[src/hw/rtl/dmi_pkg.sv]
`timescale 1ns / 1ps
package dmi_pkg;

  localparam int PRICE_BITS_DEF    = 32;
  localparam int FRACTION_BITS_DEF = 16;

  localparam int IN_PRICE_BITS = 32;
  localparam int PERIOD_BITS   = 8;
  localparam int PERIOD_RESET  = 14;
  localparam int PCT_OUT_BITS  = 23;
  localparam int PCT_INT_BITS  = 7;
  localparam int PCT_SCALE     = 100;
  localparam int ACC_BITS      = 56;
  localparam int DXSUM_BITS    = 31;
  localparam int DIV_BITS      = 64;
  localparam int DIV_CNT_BITS  = 7;

  localparam logic OP_BAR   = 1'b0;
  localparam logic OP_CLEAR = 1'b1;

  // Operand set for the shared divider
  typedef enum logic [2:0] {
    DIV_TR,
    DIV_PM,
    DIV_MM,
    DIV_PDI,
    DIV_MDI,
    DIV_DX,
    DIV_AVG
  } div_sel_t;

  typedef enum logic [1:0] {
    OVR_NONE,
    OVR_ZERO,
    OVR_FULL
  } ovr_t;

  typedef struct packed {
    logic     capture;
    logic     clear;
    logic     prep;
    logic     div_start;
    div_sel_t div_sel;
    logic     adx_prep;
    logic     deliver;
    logic     blank;
  } dmi_cmd_t;

  typedef struct packed {
    logic op_clear;
    logic seed_open;
    logic dir_ready;
    logic adx_need_div;
    logic div_done;
    logic div_busy;
    logic out_free;
  } dmi_stat_t;

endpackage

[src/hw/rtl/dmi_if.sv]
`timescale 1ns / 1ps
interface dmi_bar_if;
  logic        valid;
  logic        ready;
  logic        opcode;
  logic [31:0] bar_high;
  logic [31:0] bar_low;
  logic [31:0] bar_close;

  modport source (output valid, opcode, bar_high, bar_low, bar_close, input ready);
  modport sink (input valid, opcode, bar_high, bar_low, bar_close, output ready);
endinterface

interface dmi_result_if;
  logic        valid;
  logic        ready;
  logic [22:0] plus_di;
  logic [22:0] neg_di;
  logic [22:0] dx_value;
  logic [22:0] adx_value;
  logic        di_valid;
  logic        adx_valid;

  modport source (output valid, plus_di, neg_di, dx_value, adx_value, di_valid, adx_valid,
                  input ready);
  modport sink (input valid, plus_di, neg_di, dx_value, adx_value, di_valid, adx_valid,
                output ready);
endinterface

interface dmi_cfg_if;
  logic       valid;
  logic       ready;
  logic [7:0] period;

  modport source (output valid, period, input ready);
  modport sink (input valid, period, output ready);
endinterface

[src/hw/rtl/directional_movement_index.sv]
`timescale 1ns / 1ps
// A clear request or a bar inside the seed window passes from capture through the prep
// state straight to delivery; a full bar also runs its divides on the shared divider.
// Throughput: one bar at a time; the next request is taken once the result is registered.
// Bar processing time is set by the one shared restoring divider, one quotient bit per cycle.
// Reset (rst, synchronous): clears all indicator state and sets period to 14.
module directional_movement_index import dmi_pkg::*; #(
  parameter int PRICE_BITS    = PRICE_BITS_DEF,
  parameter int FRACTION_BITS = FRACTION_BITS_DEF
) (
  input logic          clk,
  input logic          rst,
  dmi_bar_if.sink      bar,
  dmi_result_if.source result,
  dmi_cfg_if.sink      cfg
);

  // Period register. Writes must come only while the block is idle; the block itself
  // does not enforce this, cfg.ready is tied high; a new period applies from the next bar on.
  logic [PERIOD_BITS-1:0] period;

  assign cfg.ready = 1'b1;

  always_ff @(posedge clk) begin
    if (rst) begin
      period <= PERIOD_BITS'(PERIOD_RESET);
    end else if (cfg.valid) begin
      period <= cfg.period;
    end
  end

  dmi_cmd_t  cmd;
  dmi_stat_t stat;

  // Controller: walks each bar through front end; full bars get three smoothing divides
  // (only after the seed window), +DI, -DI, DX and the ADX update.
  dmi_ctrl u_ctrl (
    .clk       (clk),
    .rst       (rst),
    .bar_valid (bar.valid),
    .bar_ready (bar.ready),
    .stat      (stat),
    .cmd       (cmd)
  );

  // Datapath: holds the indicator state, the shared divider and the
  // output register that decouples the result from the next request.
  dmi_datapath #(
    .PRICE_BITS    (PRICE_BITS),
    .FRACTION_BITS (FRACTION_BITS)
  ) u_dp (
    .clk           (clk),
    .rst           (rst),
    .in_opcode     (bar.opcode),
    .in_high       (bar.bar_high),
    .in_low        (bar.bar_low),
    .in_close      (bar.bar_close),
    .period        (period),
    .cmd           (cmd),
    .stat          (stat),
    .out_valid     (result.valid),
    .out_ready     (result.ready),
    .out_plus_di   (result.plus_di),
    .out_neg_di    (result.neg_di),
    .out_dx        (result.dx_value),
    .out_adx       (result.adx_value),
    .out_di_valid  (result.di_valid),
    .out_adx_valid (result.adx_valid)
  );

  // ADX is never valid ahead of the directional indicators.
  a_adx_after_di: assert property (@(posedge clk) disable iff (rst)
    result.valid |-> (!result.adx_valid || result.di_valid))
    else $error("adx_valid without di_valid");

  // A result without valid DI carries zero indicators.
  a_blank_zero: assert property (@(posedge clk) disable iff (rst)
    (result.valid && !result.di_valid) |->
      (result.plus_di == '0 && result.neg_di == '0 && result.dx_value == '0 &&
       result.adx_value == '0))
    else $error("nonzero fields in a blank result");

  // A new request is never accepted while the divider is working.
  a_no_accept_busy: assert property (@(posedge clk) disable iff (rst)
    (bar.valid && bar.ready) |-> !stat.div_busy)
    else $error("request accepted while divider busy");

  // The divider only finishes after it was busy.
  a_done_after_busy: assert property (@(posedge clk) disable iff (rst)
    stat.div_done |-> $past(stat.div_busy))
    else $error("divider done without a run");

endmodule

[src/hw/rtl/dmi_divider.sv]
`timescale 1ns / 1ps
module dmi_divider import dmi_pkg::*; (
  input  logic                    clk,
  input  logic                    rst,
  input  logic                    start,
  input  logic [ACC_BITS-1:0]     rem_init,
  input  logic [DIV_BITS-1:0]     bits_init,
  input  logic [ACC_BITS-1:0]     divisor,
  input  logic [DIV_CNT_BITS-1:0] count,
  output logic                    busy,
  output logic                    done,
  output logic [DIV_BITS-1:0]     quotient
);

  logic [ACC_BITS-1:0]     rem;
  logic [DIV_BITS-1:0]     bits;
  logic [DIV_CNT_BITS-1:0] cnt;
  logic [ACC_BITS:0]       rem_sh;
  logic [ACC_BITS:0]       rem_diff;
  logic                    q_bit;

  // one restoring step per cycle
  always_comb begin
    rem_sh   = {rem, bits[DIV_BITS-1]};
    rem_diff = rem_sh - {1'b0, divisor};
    q_bit    = (rem_sh >= {1'b0, divisor});
  end

  always_ff @(posedge clk) begin
    if (rst) begin
      busy <= 1'b0;
      done <= 1'b0;
      cnt  <= '0;
    end else begin
      done <= 1'b0;
      if (start) begin
        busy <= 1'b1;
        cnt  <= count;
      end else if (busy) begin
        cnt <= cnt - 1'b1;
        if (cnt == DIV_CNT_BITS'(1)) begin
          busy <= 1'b0;
          done <= 1'b1;
        end
      end
    end
  end

  always_ff @(posedge clk) begin
    if (start) begin
      rem      <= rem_init;
      bits     <= bits_init;
      quotient <= '0;
    end else if (busy) begin
      rem      <= q_bit ? rem_diff[ACC_BITS-1:0] : rem_sh[ACC_BITS-1:0];
      bits     <= {bits[DIV_BITS-2:0], 1'b0};
      quotient <= {quotient[DIV_BITS-2:0], q_bit};
    end
  end

endmodule

[src/hw/rtl/dmi_datapath.sv]
`timescale 1ns / 1ps
module dmi_datapath import dmi_pkg::*; #(
  parameter int PRICE_BITS    = PRICE_BITS_DEF,
  parameter int FRACTION_BITS = FRACTION_BITS_DEF
) (
  input  logic                     clk,
  input  logic                     rst,
  input  logic                     in_opcode,
  input  logic [IN_PRICE_BITS-1:0] in_high,
  input  logic [IN_PRICE_BITS-1:0] in_low,
  input  logic [IN_PRICE_BITS-1:0] in_close,
  input  logic [PERIOD_BITS-1:0]   period,
  input  dmi_cmd_t                 cmd,
  output dmi_stat_t                stat,
  output logic                     out_valid,
  input  logic                     out_ready,
  output logic [PCT_OUT_BITS-1:0]  out_plus_di,
  output logic [PCT_OUT_BITS-1:0]  out_neg_di,
  output logic [PCT_OUT_BITS-1:0]  out_dx,
  output logic [PCT_OUT_BITS-1:0]  out_adx,
  output logic                     out_di_valid,
  output logic                     out_adx_valid
);

  localparam int PW    = (PRICE_BITS < IN_PRICE_BITS) ? PRICE_BITS : IN_PRICE_BITS;
  localparam int PCTW  = FRACTION_BITS + PCT_INT_BITS;
  localparam int PRODW = PCTW + PERIOD_BITS + 1;
  localparam int MW    = ACC_BITS + PCT_INT_BITS;
  localparam logic [PCTW-1:0] FULL = PCTW'(PCT_SCALE << FRACTION_BITS);

  logic                   op_q;
  logic [PW-1:0]          hi, lo, cl;
  logic                   have_prev;
  logic [PW-1:0]          last_high, last_low, last_close;
  logic [PERIOD_BITS-1:0] seed_cnt, dx_cnt;
  logic [ACC_BITS-1:0]    tr_acc, pm_acc, mm_acc;
  logic [PW-1:0]          tr_x, pm_x, mm_x;
  logic                   dir_ready, avg_ready;
  logic [DXSUM_BITS-1:0]  dx_total;
  logic [PCTW-1:0]        avg, pdi, mdi, dx;
  logic [PRODW-1:0]       prod;
  ovr_t                   ovr;

  logic [PERIOD_BITS-1:0] p_eff, seed_inc, dx_inc;
  logic [PW-1:0]          tr_c, pdm_c, mdm_c, t1, t2;
  logic signed [PW:0]     up, dn;
  logic [ACC_BITS:0]      tr_sum, pm_sum, mm_sum;
  logic [ACC_BITS-1:0]    pct_n, pct_d, sm_acc, sm_new;
  logic [PW-1:0]          sm_x;
  logic [ACC_BITS:0]      sm_sum;
  logic [MW-1:0]          m;
  logic [PCTW-1:0]        pct_res;
  logic [DXSUM_BITS:0]    dx_sum;
  logic [ACC_BITS-1:0]    div_rem0, div_dvs;
  logic [DIV_BITS-1:0]    div_bits0, quo;
  logic [DIV_CNT_BITS-1:0] div_cnt;
  logic                   div_busy, div_done;

  // bar front end: range and directional movement
  always_comb begin
    p_eff    = (period == '0) ? PERIOD_BITS'(1) : period;
    seed_inc = (seed_cnt == '1) ? seed_cnt : seed_cnt + 1'b1;
    dx_inc   = (dx_cnt == '1) ? dx_cnt : dx_cnt + 1'b1;
    up       = $signed({1'b0, hi}) - $signed({1'b0, last_high});
    dn       = $signed({1'b0, last_low}) - $signed({1'b0, lo});
    t1       = (hi >= last_close) ? hi - last_close : last_close - hi;
    t2       = (lo >= last_close) ? lo - last_close : last_close - lo;
    tr_c     = (hi >= lo) ? hi - lo : lo - hi;
    pdm_c    = '0;
    mdm_c    = '0;
    if (have_prev) begin
      if (up > dn && !up[PW] && up != '0) pdm_c = up[PW-1:0];
      if (dn > up && !dn[PW] && dn != '0) mdm_c = dn[PW-1:0];
      if (t1 > tr_c) tr_c = t1;
      if (t2 > tr_c) tr_c = t2;
    end
    tr_sum = {1'b0, tr_acc} + (ACC_BITS + 1)'(tr_c);
    pm_sum = {1'b0, pm_acc} + (ACC_BITS + 1)'(pdm_c);
    mm_sum = {1'b0, mm_acc} + (ACC_BITS + 1)'(mdm_c);
  end

  // divider operands and write-back
  always_comb begin
    case (cmd.div_sel)
      DIV_MDI: begin
        pct_n = mm_acc;
        pct_d = tr_acc;
      end
      DIV_DX: begin
        pct_n = ACC_BITS'((pdi >= mdi) ? pdi - mdi : mdi - pdi);
        pct_d = ACC_BITS'({1'b0, pdi} + {1'b0, mdi});
      end
      default: begin
        pct_n = pm_acc;
        pct_d = tr_acc;
      end
    endcase
    case (cmd.div_sel)
      DIV_PM: begin
        sm_acc = pm_acc;
        sm_x   = pm_x;
      end
      DIV_MM: begin
        sm_acc = mm_acc;
        sm_x   = mm_x;
      end
      default: begin
        sm_acc = tr_acc;
        sm_x   = tr_x;
      end
    endcase
    m = MW'(pct_n) * MW'(PCT_SCALE);
    case (cmd.div_sel)
      DIV_TR, DIV_PM, DIV_MM: begin
        div_rem0  = '0;
        div_bits0 = {sm_acc, {(DIV_BITS - ACC_BITS){1'b0}}};
        div_dvs   = ACC_BITS'(p_eff);
        div_cnt   = DIV_CNT_BITS'(ACC_BITS);
      end
      DIV_PDI, DIV_MDI, DIV_DX: begin
        div_rem0  = m[MW-1:PCT_INT_BITS];
        div_bits0 = {m[PCT_INT_BITS-1:0], {(DIV_BITS - PCT_INT_BITS){1'b0}}};
        div_dvs   = pct_d;
        div_cnt   = DIV_CNT_BITS'(PCTW);
      end
      DIV_AVG: begin
        div_rem0  = '0;
        div_bits0 = avg_ready ? DIV_BITS'(prod) : DIV_BITS'(dx_total);
        div_dvs   = ACC_BITS'(p_eff);
        div_cnt   = DIV_CNT_BITS'(DIV_BITS);
      end
      default: begin
        div_rem0  = '0;
        div_bits0 = '0;
        div_dvs   = '0;
        div_cnt   = '0;
      end
    endcase
    sm_sum = {1'b0, sm_acc - quo[ACC_BITS-1:0]} + (ACC_BITS + 1)'(sm_x);
    sm_new = sm_sum[ACC_BITS] ? '1 : sm_sum[ACC_BITS-1:0];
    case (ovr)
      OVR_ZERO: pct_res = '0;
      OVR_FULL: pct_res = FULL;
      default:  pct_res = PCTW'(quo);
    endcase
    dx_sum = {1'b0, dx_total} + (DXSUM_BITS + 1)'(dx);
  end

  dmi_divider u_div (
    .clk       (clk),
    .rst       (rst),
    .start     (cmd.div_start),
    .rem_init  (div_rem0),
    .bits_init (div_bits0),
    .divisor   (div_dvs),
    .count     (div_cnt),
    .busy      (div_busy),
    .done      (div_done),
    .quotient  (quo)
  );

  always_comb begin
    stat.op_clear     = (op_q == OP_CLEAR);
    stat.seed_open    = !dir_ready && (seed_inc < p_eff);
    stat.dir_ready    = dir_ready;
    stat.adx_need_div = avg_ready || (dx_inc >= p_eff);
    stat.div_done     = div_done;
    stat.div_busy     = div_busy;
    stat.out_free     = !out_valid || out_ready;
  end

  // captured request and per-bar working values
  always_ff @(posedge clk) begin
    if (cmd.capture) begin
      op_q <= in_opcode;
      hi   <= in_high[PW-1:0];
      lo   <= in_low[PW-1:0];
      cl   <= in_close[PW-1:0];
    end
    if (cmd.prep) begin
      tr_x <= tr_c;
      pm_x <= pdm_c;
      mm_x <= mdm_c;
    end
    if (cmd.div_start) begin
      if (pct_d == '0) ovr <= OVR_ZERO;
      else if (pct_n >= pct_d) ovr <= OVR_FULL;
      else ovr <= OVR_NONE;
    end
    if (cmd.adx_prep) begin
      prod <= PRODW'(avg) * PRODW'(p_eff - 1'b1) + PRODW'(dx);
    end
  end

  // indicator state
  always_ff @(posedge clk) begin
    if (rst || cmd.clear) begin
      have_prev  <= 1'b0;
      last_high  <= '0;
      last_low   <= '0;
      last_close <= '0;
      seed_cnt   <= '0;
      tr_acc     <= '0;
      pm_acc     <= '0;
      mm_acc     <= '0;
      dir_ready  <= 1'b0;
      dx_cnt     <= '0;
      dx_total   <= '0;
      avg_ready  <= 1'b0;
      avg        <= '0;
      pdi        <= '0;
      mdi        <= '0;
      dx         <= '0;
    end else begin
      if (cmd.prep) begin
        last_high  <= hi;
        last_low   <= lo;
        last_close <= cl;
        have_prev  <= 1'b1;
        if (!dir_ready) begin
          tr_acc   <= tr_sum[ACC_BITS] ? '1 : tr_sum[ACC_BITS-1:0];
          pm_acc   <= pm_sum[ACC_BITS] ? '1 : pm_sum[ACC_BITS-1:0];
          mm_acc   <= mm_sum[ACC_BITS] ? '1 : mm_sum[ACC_BITS-1:0];
          seed_cnt <= seed_inc;
          if (seed_inc >= p_eff) dir_ready <= 1'b1;
        end
      end
      if (div_done) begin
        case (cmd.div_sel)
          DIV_TR:  tr_acc <= sm_new;
          DIV_PM:  pm_acc <= sm_new;
          DIV_MM:  mm_acc <= sm_new;
          DIV_PDI: pdi <= pct_res;
          DIV_MDI: mdi <= pct_res;
          DIV_DX:  dx <= pct_res;
          DIV_AVG: begin
            avg       <= PCTW'(quo);
            avg_ready <= 1'b1;
          end
          default: ;
        endcase
      end
      if (cmd.adx_prep && !avg_ready) begin
        dx_total <= dx_sum[DXSUM_BITS] ? '1 : dx_sum[DXSUM_BITS-1:0];
        dx_cnt   <= dx_inc;
      end
    end
  end

  // output register
  always_ff @(posedge clk) begin
    if (rst) begin
      out_valid <= 1'b0;
    end else if (cmd.deliver) begin
      out_valid <= 1'b1;
    end else if (out_ready) begin
      out_valid <= 1'b0;
    end
  end

  always_ff @(posedge clk) begin
    if (cmd.deliver) begin
      out_plus_di   <= cmd.blank ? '0 : PCT_OUT_BITS'(pdi);
      out_neg_di    <= cmd.blank ? '0 : PCT_OUT_BITS'(mdi);
      out_dx        <= cmd.blank ? '0 : PCT_OUT_BITS'(dx);
      out_adx       <= (cmd.blank || !avg_ready) ? '0 : PCT_OUT_BITS'(avg);
      out_di_valid  <= !cmd.blank;
      out_adx_valid <= !cmd.blank && avg_ready;
    end
  end

endmodule

[src/hw/rtl/dmi_ctrl.sv]
`timescale 1ns / 1ps
module dmi_ctrl import dmi_pkg::*; (
  input  logic      clk,
  input  logic      rst,
  input  logic      bar_valid,
  output logic      bar_ready,
  input  dmi_stat_t stat,
  output dmi_cmd_t  cmd
);

  typedef enum logic [5:0] {
    ST_IDLE    = 6'b000001,
    ST_PREP    = 6'b000010,
    ST_DIV_GO  = 6'b000100,
    ST_DIV_RUN = 6'b001000,
    ST_ADX     = 6'b010000,
    ST_DELIVER = 6'b100000
  } state_t;

  state_t   state, state_next;
  div_sel_t sel, sel_next;
  logic     blank, blank_next;

  always_comb begin
    state_next  = state;
    sel_next    = sel;
    blank_next  = blank;
    cmd         = '0;
    cmd.div_sel = sel;
    cmd.blank   = blank;
    bar_ready   = 1'b0;
    case (state)
      ST_IDLE: begin
        bar_ready = 1'b1;
        if (bar_valid) begin
          cmd.capture = 1'b1;
          state_next  = ST_PREP;
        end
      end
      ST_PREP: begin
        if (stat.op_clear) begin
          cmd.clear  = 1'b1;
          blank_next = 1'b1;
          state_next = ST_DELIVER;
        end else begin
          cmd.prep = 1'b1;
          if (stat.seed_open) begin
            blank_next = 1'b1;
            state_next = ST_DELIVER;
          end else begin
            blank_next = 1'b0;
            sel_next   = stat.dir_ready ? DIV_TR : DIV_PDI;
            state_next = ST_DIV_GO;
          end
        end
      end
      ST_DIV_GO: begin
        cmd.div_start = 1'b1;
        state_next    = ST_DIV_RUN;
      end
      ST_DIV_RUN: begin
        if (stat.div_done) begin
          state_next = ST_DIV_GO;
          case (sel)
            DIV_TR:  sel_next = DIV_PM;
            DIV_PM:  sel_next = DIV_MM;
            DIV_MM:  sel_next = DIV_PDI;
            DIV_PDI: sel_next = DIV_MDI;
            DIV_MDI: sel_next = DIV_DX;
            DIV_DX:  state_next = ST_ADX;
            default: state_next = ST_DELIVER;
          endcase
        end
      end
      ST_ADX: begin
        cmd.adx_prep = 1'b1;
        if (stat.adx_need_div) begin
          sel_next   = DIV_AVG;
          state_next = ST_DIV_GO;
        end else begin
          state_next = ST_DELIVER;
        end
      end
      ST_DELIVER: begin
        if (stat.out_free) begin
          cmd.deliver = 1'b1;
          state_next  = ST_IDLE;
        end
      end
      default: state_next = ST_IDLE;
    endcase
  end

  always_ff @(posedge clk) begin
    if (rst) begin
      state <= ST_IDLE;
      sel   <= DIV_TR;
      blank <= 1'b0;
    end else begin
      state <= state_next;
      sel   <= sel_next;
      blank <= blank_next;
    end
  end

endmodule
[src/flat_wrapper.sv]
// flat-port wrapper written by rule: the top's interface ports become plain ports
module directional_movement_index_flat import dmi_pkg::*;
#(
  parameter int PRICE_BITS    = PRICE_BITS_DEF,
  parameter int FRACTION_BITS = FRACTION_BITS_DEF
)
  (clk, rst, bar_valid, bar_opcode, bar_bar_high, bar_bar_low, bar_bar_close, bar_ready, result_valid, result_plus_di, result_neg_di, result_dx_value, result_adx_value, result_di_valid, result_adx_valid, result_ready, cfg_valid, cfg_period, cfg_ready);
  dmi_bar_if bar_i ();
  dmi_result_if result_i ();
  dmi_cfg_if cfg_i ();
  input logic clk;
  input logic rst;
  input wire logic [$bits(bar_i.valid)-1:0] bar_valid;
  input wire logic [$bits(bar_i.opcode)-1:0] bar_opcode;
  input wire logic [$bits(bar_i.bar_high)-1:0] bar_bar_high;
  input wire logic [$bits(bar_i.bar_low)-1:0] bar_bar_low;
  input wire logic [$bits(bar_i.bar_close)-1:0] bar_bar_close;
  output wire logic [$bits(bar_i.ready)-1:0] bar_ready;
  output wire logic [$bits(result_i.valid)-1:0] result_valid;
  output wire logic [$bits(result_i.plus_di)-1:0] result_plus_di;
  output wire logic [$bits(result_i.neg_di)-1:0] result_neg_di;
  output wire logic [$bits(result_i.dx_value)-1:0] result_dx_value;
  output wire logic [$bits(result_i.adx_value)-1:0] result_adx_value;
  output wire logic [$bits(result_i.di_valid)-1:0] result_di_valid;
  output wire logic [$bits(result_i.adx_valid)-1:0] result_adx_valid;
  input wire logic [$bits(result_i.ready)-1:0] result_ready;
  input wire logic [$bits(cfg_i.valid)-1:0] cfg_valid;
  input wire logic [$bits(cfg_i.period)-1:0] cfg_period;
  output wire logic [$bits(cfg_i.ready)-1:0] cfg_ready;
  assign bar_i.valid = bar_valid;
  assign bar_i.opcode = bar_opcode;
  assign bar_i.bar_high = bar_bar_high;
  assign bar_i.bar_low = bar_bar_low;
  assign bar_i.bar_close = bar_bar_close;
  assign bar_ready = bar_i.ready;
  assign result_valid = result_i.valid;
  assign result_plus_di = result_i.plus_di;
  assign result_neg_di = result_i.neg_di;
  assign result_dx_value = result_i.dx_value;
  assign result_adx_value = result_i.adx_value;
  assign result_di_valid = result_i.di_valid;
  assign result_adx_valid = result_i.adx_valid;
  assign result_i.ready = result_ready;
  assign cfg_i.valid = cfg_valid;
  assign cfg_i.period = cfg_period;
  assign cfg_ready = cfg_i.ready;
  directional_movement_index #(.PRICE_BITS(PRICE_BITS), .FRACTION_BITS(FRACTION_BITS)) u_core (.clk(clk), .rst(rst), .bar(bar_i), .result(result_i), .cfg(cfg_i));
endmodule
[config.mk]
export PLATFORM = sky130hd
export DESIGN_NAME = directional_movement_index_flat
export DESIGN_NICKNAME = d
export VERILOG_FILES = /design/src/hw/rtl/dmi_pkg.sv /design/src/hw/rtl/dmi_if.sv /design/src/hw/rtl/directional_movement_index.sv /design/src/hw/rtl/dmi_divider.sv /design/src/hw/rtl/dmi_datapath.sv /design/src/hw/rtl/dmi_ctrl.sv /design/src/flat_wrapper.sv
export SDC_FILE = /design/constraint.sdc
export NUM_CORES = 2
export LEC_CHECK = 0
export ABC_AREA = 1
export BUFFER_PORTS_ARGS = -buffer_cell sky130_fd_sc_hd__buf_2
export CORE_ASPECT_RATIO = 2
export CORE_MARGIN = 3
export CORE_UTILIZATION = 37
export DETAILED_ROUTE_END_ITERATION = 12
export PLACE_DENSITY_LB_ADDON = 0.25
export SYNTH_ARGS = -nofsm -noshare
export SYNTH_HDL_FRONTEND = slang
export SYNTH_SLANG_ARGS = --single-unit
[constraint.sdc]
create_clock -name clk -period 25.3 [get_ports clk]
set_input_delay 3.795 -clock clk [delete_from_list [all_inputs] [get_ports clk]]
set_output_delay 3.795 -clock clk [all_outputs]
set_load 0.01 [all_outputs]
After elaboration in Yosys (flattened, before gate mapping)
Cells that the tools add are included.
{ "totals": {"regBits": 931, "input_bits": 110} }
{ "op_classes": {"n_eq_ne": 24, "n_mul": 2, "n_lt_le_gt_ge": 13, "mux": 85, "reduce_logical": 37, "add_sub_neg": 23, "bitwise_logic": 2} }
{ "op_table": {"columns": ["op", "n"], "rows": [
  ["$mux 56", 22],
  ["$mux 32", 12],
  ["$pmux 56 s2", 3],
  ["$add 56x32->57", 4],
  ["$pmux 64 s3", 1],
  ["$sub 32x32->32", 6],
  ["$mux 64", 2],
  ["$sub 56x56->56", 2],
  ["$ge 32x32->1", 3],
  ["$gt 33x33->1", 2],
  ["$reduce_bool 33->1", 2],
  ["$sub 32x32->33", 2],
  ["$gt 32x32->1", 2],
  ["$pmux 32 s2", 1],
  ["$mul 56x5->61 const B", 1],
  ["$ge 57x56->1", 1],
  ["$ge 56x56->1", 1],
  ["$logic_not 56->1", 1],
  ["$sub 23x23->24", 2],
  ["$pmux 23 s2", 1],
  ["$mux 6", 6],
  ["$pmux 6 s6", 1],
  ["$add 31x23->32", 1],
  ["$add 32x23->32", 1],
  ["48 further kinds", 106]
]} }

Logic depth before layout (Yosys ltp)
{ "depth": {"ltp_word": 14, "depth_mapped": 71} }

Modules after synthesis
From an unflattened synthesis, not the netlist that was laid out.
{ "unflattened": {"hier_cells": 14228, "area_unflattened_um2": 96638.9} }
{ "modules_own_cells": {"columns": ["mod", "cells_each", "n_inst", "area_per_inst_um2"], "rows": [
  ["dmi_datapath", 12022, 1, 82228.9],
  ["dmi_divider", 2052, 1, 13422.9],
  ["dmi_ctrl", 107, 1, 665.6],
  ["directional_movement_index", 47, 1, 321.6]
]} }

Worst setup path after synthesis
OpenSTA, ideal clock, no wires.
{ "synth_path": {"path_type": "input to register", "from": "input result_ready", "to": "register u_core.u_dp.cl[0], enable pin", "path_buffers": 0, "setup_slack_ns": 16.520, "cell_stages": 6, "arrival_time_ns": 8.226, "setup_time_ns": 0.554, "cell_sequence": "nor2_1 -> inv_1 -> nor2_1 -> nor2_1 -> o21ai_0 -> nor2_1"} }
{ "synth_lines": {"columns": ["item", "line", "rtl"], "rows": [
  ["start: declaration", "flat_wrapper.sv:26", "input wire logic [$bits(result_i.ready)-1:0] result_ready;"],
  ["end signal: assignment", "dmi_datapath.sv:178", "cl <= in_close[PW-1:0];"],
  ["end: declaration", "dmi_datapath.sv:32", "logic [PW-1:0] hi, lo, cl;"]
]} }

Worst setup path after layout
{ "layout_path": {"from": "register u_core.u_dp.hi[14]", "to": "register u_core.u_dp.tr_acc[51]"} }
{ "layout_via": {"elab_chain_len": 14, "word_cells_on_any_way": 20, "classes_between": "add/sub (5); order compare (4); mux (11)"} }
{ "layout_rtl": {"columns": ["item", "line", "rtl"], "rows": [
  ["start: declaration", "dmi_datapath.sv:32", null],
  ["start signal: assignment", "dmi_datapath.sv:176", "hi <= in_high[PW-1:0];"],
  ["$sub 32x32->32, or another cell as far along", "dmi_datapath.sv:66", "t1 = (hi >= last_close) ? hi - last_close : last_close - hi;"],
  ["$mux 32 (on tied branches)", "dmi_datapath.sv:66, dmi_datapath.sv:68", null],
  ["$gt 32x32->1", "dmi_datapath.sv:74", "if (t1 > tr_c) tr_c = t1;"],
  ["$mux 32", "dmi_datapath.sv:74", null],
  ["$mux 32", "dmi_datapath.sv:71", "if (have_prev) begin"],
  ["$gt 32x32->1", "dmi_datapath.sv:75", "if (t2 > tr_c) tr_c = t2;"],
  ["$mux 32", "dmi_datapath.sv:75", null],
  ["$mux 32 (*)", "dmi_datapath.sv:71", null],
  ["via u_core.u_dp.tr_c[1]", "dmi_datapath.sv:45", "logic [PW-1:0] tr_c, pdm_c, mdm_c, t1, t2;"],
  ["$add 56x32->57 (*)", "dmi_datapath.sv:77", "tr_sum = {1'b0, tr_acc} + (ACC_BITS + 1)'(tr_c);"],
  ["$mux 56 (*)", "dmi_datapath.sv:221", "tr_acc <= tr_sum[ACC_BITS] ? '1 : tr_sum[ACC_BITS-1:0];"],
  ["$mux 56 (*)", "dmi_datapath.sv:220", "if (!dir_ready) begin"],
  ["$mux 56 (*)", "dmi_datapath.sv:215", "if (cmd.prep) begin"],
  ["$mux 56", "dmi_datapath.sv:229", "case (cmd.div_sel)"],
  ["$mux 56 (*)", "dmi_datapath.sv:228", "if (div_done) begin"],
  ["end signal: assignment", "dmi_datapath.sv:221", null],
  ["end signal: assignment", "dmi_datapath.sv:230", "DIV_TR: tr_acc <= sm_new;"],
  ["end: declaration", "dmi_datapath.sv:36", "logic [ACC_BITS-1:0] tr_acc, pm_acc, mm_acc;"]
]} }
The timed path passes the listed nets; every way through them passes the cells marked *. The select of a mux whose other input is x is not followed.
A chain may end at the register's enable or synchronous reset.

==> results.toml <==
[routing]
vias = 97200
ant_nets = 0
drc = 0
dr.first_iter.drc_count = 7740
drt_first_pass_iters = 8
route.detailed.wl_per_inst_um = 30.9
via_per_inst = 5.88
drt_wl_total_um = 511000

[die]
fp.dieH_um = 714
rows = 259
initial_core_util = 0.372
core-area_sq_um = 249000
die_w_um = 360
ios = 207
dieArea_sq_um = 257000

[worst_setup_path]
slowest_stage = "nor4_1"
r2r_end = "u_core.u_dp.tr_acc[51]"
critPathTopFamily = "simple AND/OR/NAND/NOR gates"
worstPathRequired_ns = 26.01
setup.worst_path.class = "reg2reg"
r2r_cells = 59
worstSetupEndpointType = "flop"
rr_startpoint = "u_core.u_dp.hi[14]"
cp_max_fo = 33
cp-startpoint = "u_core.u_dp.hi[14]"
critPathArrivalTime_ns = 17.81
r2r_setup_slack_ns = 8.20
cpPeakStageDelay_ns = 1.00
critPathBufInv = 8
cp-start-kind = "flop"
cpMostUsedCell = "nand2_1"

[logic_synthesis]
synth-simple-area-share = 0.206
syn_inst = 13100
postSynth.asyncResetShare = 0
synth_top_area_share = 0.143
synth_most_common_cell = "nand2_1"
synth_fa_ha_area_frac = 0.189
synth_compound_area_frac = 0.212
synth_xor_area_frac = 0.0475
yosys_warnings = 0
synth_top_family_by_area = "compound AO/OA/AOI/OAI gates"
syn_nets = 14500
synth_edf_count = 441
synth.area.mux_share = 0.00250
ys_ff_latch = 931
synthesis.area_sq_um = 92700
avgSynthCellArea_sq_um = 7.06
ys.flop_type = "dfxtp_1"
seq_area_frac_synth = 0.249
synthTopCellsByCount = "2479 x nand2_1, 1857 x inv_1, 1501 x a21oi_1, 1177 x nor2_1, 1018 x ha_1"
synth_area_leaders = "edfxtp_1 14%, ha_1 14%, dfxtp_1 11%"
synthDistinctLibCells = 81
synth_top_cell_by_area = "edfxtp_1"

[clock_tree]
clk_path_buf_depth = 3
cts_inserted_buffers = 99
cts.hold.buffers_added = 0
cts_resized = 0
clock_latency_ns = 0.83
cts_num_sinks = 931
htree_num_levels = 3
cts_tree = "yes"
postCtsSetupBuffers = 0
cts-root-buf = "clkbuf_16"
path_clk_slew_ns = 0.08

[sta]
period_needed_ns = 17.10
fin_worst_skew_ns = 0.0647
drv_slew = 16
fin_crit_sh = 0.676
rsz0062_at_grt = "no"
worstMarginPinSlew_ns = 1.68
slew_headroom = -0.123
final_hold_viol_count = 0
clock.fmax_mhz = 58.5
tns_ns = 0
setup_viol = 0

[final_layout]
area_growth_pct = 9.17
post-route-util = 0.406
drive_gt1_frac = 0.0545
nNetsFinal = 14500

[min_path]
holdPathEnd = "u_core.u_dp.last_high[31]"
holdPathStages = 2
holdCritStartpoint = "u_core.u_dp.last_high[31]"
holdCritPathClass = "reg2reg"

[place]
dp_hpwl_um = 414000
gp_congestion = 1.22
port_buffers = 205

[power_and_ir_drop]
powerDensity_nw_per_um2 = 163
ir_drop_mv = 0.176
leakage_nw = 47.3

[global_routing]
first_global_vias = 98600
antenna_found_initial = 44
grt_usage = 0.389
grt_max_degree = 115
grt_pass1_wl_um = 711000
grt_overflow_total = 0

[job]
timing.max_cap.violations = 8

[status]
outcome = "complete, but fails checks"
violations = "max-capacitance violations, max-slew violations"
[worst reg2reg max path, delay by kind of cell (launching register included)]
family / cells / cell delay, ns
and+or+nand+nor: 33 / 9.29
AOI/OAI and AO/OA: 13 / 3.66
buffers and inverters: 8 / 2.04
adders and majority gates: 4 / 1.25
DFF: 1 / 0.42
xor gates and xnor gates: 1 / 0.34
[area by class of cell]
| class | count | area (sq um) |
|---|---|---|
| clock inverters | 59 | 677 |
| fillers | 26900 | 148000 |
| well taps | 3262 | 4080 |
| flip-flops and latches | 931 | 23100 |
| clock buffers | 129 | 2710 |
| inverters | 1885 | 7090 |
| repair buffers | 372 | 2400 |
| diodes | 28 | 70.1 |
| multi-input cells | 9879 | 61200 |
[routing by layer]
metal / global-route usage / part of all wire
met1: 0.334 / 0.30
met2: 0.690 / 0.49
met3: 0.0827 / 0.059
met4: 0.463 / 0.15
met5: 0.000187 / 0.00028
[stage by stage]
| stage | cells | hold WS [ns] | power, mW | cell area (sq um) | setup WS [ns] |
|---|---|---|---|---|---|
| CTS | 16500 | 0.468 | 15.6 | 101000 | 9.14 |
| finish | 16500 | 0.459 | 16.5 | 101000 | 8.20 |
| detailed placement | 16300 | 0.458 | 13.9 | 97500 | 9.15 |
| global placement | 16300 | 0.452 | 14.0 | 97500 | 9.18 |
| global route | 16500 | 0.504 | 17.2 | 101000 | 7.44 |
| floorplan | 13100 | 0.433 | 8.88 | 92700 | 16.52 |
[sequential cells by signal, summed over array words and instances (netlist names), 56 cells and up]
register,cells
u_core.u_dp.tr_acc,56
u_core.u_dp.u_div.quotient,56
u_core.u_dp.u_div.rem,56
u_core.u_dp.pm_acc,56
u_core.u_dp.u_div.bits,64
u_core.u_dp.mm_acc,56
[layout by cell type (no fill, tap or decap), types with 49 or more instances in the layout]
master and instances:
a21o_1 74, a21oi_1 1496, a22oi_1 150, a31oi_1 130, buf_2 205, buf_4 155, clkbuf_16 103, dfxtp_1 488
edfxtp_1 441, fa_1 237, ha_1 1018, inv_1 1849, nand2_1 2477, nand3_1 528, nand4_1 109, nor2_1 1167
nor3_1 124, nor4_1 58, o211ai_1 106, o21a_1 74, o21ai_0 1005, o21ai_1 78, o21bai_1 49, o221ai_1 51
or2_2 54, xnor2_1 165, xor2_1 314
[power breakdown]
group	switching (mW)	leakage (nW)	internal (mW)
logic	9.62	37.7	3.31
registers	0.131	7.98	1.80
clock network	0.770	1.65	0.844
[kinds of logic (layout without fill, tap and decap cells)]
kind of cell,Yosys count,count (layout)
AO/OA/AOI/OAI,3478,3478
XOR/XNOR,497,497
adder cells (fa/ha/maj),1255,1255
buffers and inverters,2323,2445
flip-flops,931,931
multiplexers,23,23
other,1,29
AND/OR/NAND/NOR,4625,4625
[worst max-delay path by stage]
stage                              to  slack (ns)  cells past startpoint
2_1_floorplan       u_core.u_dp.cl[0]       16.52                      6
3_3_place_gp   u_core.u_dp.tr_acc[54]        9.18                     59
3_5_place_dp   u_core.u_dp.tr_acc[54]        9.15                     59
4_1_cts        u_core.u_dp.tr_acc[54]        9.14                     59
5_1_grt        u_core.u_dp.tr_acc[54]        7.44                     59
6_report       u_core.u_dp.tr_acc[51]        8.20                     59
Note: power is estimated with default switching activity, not from simulation.
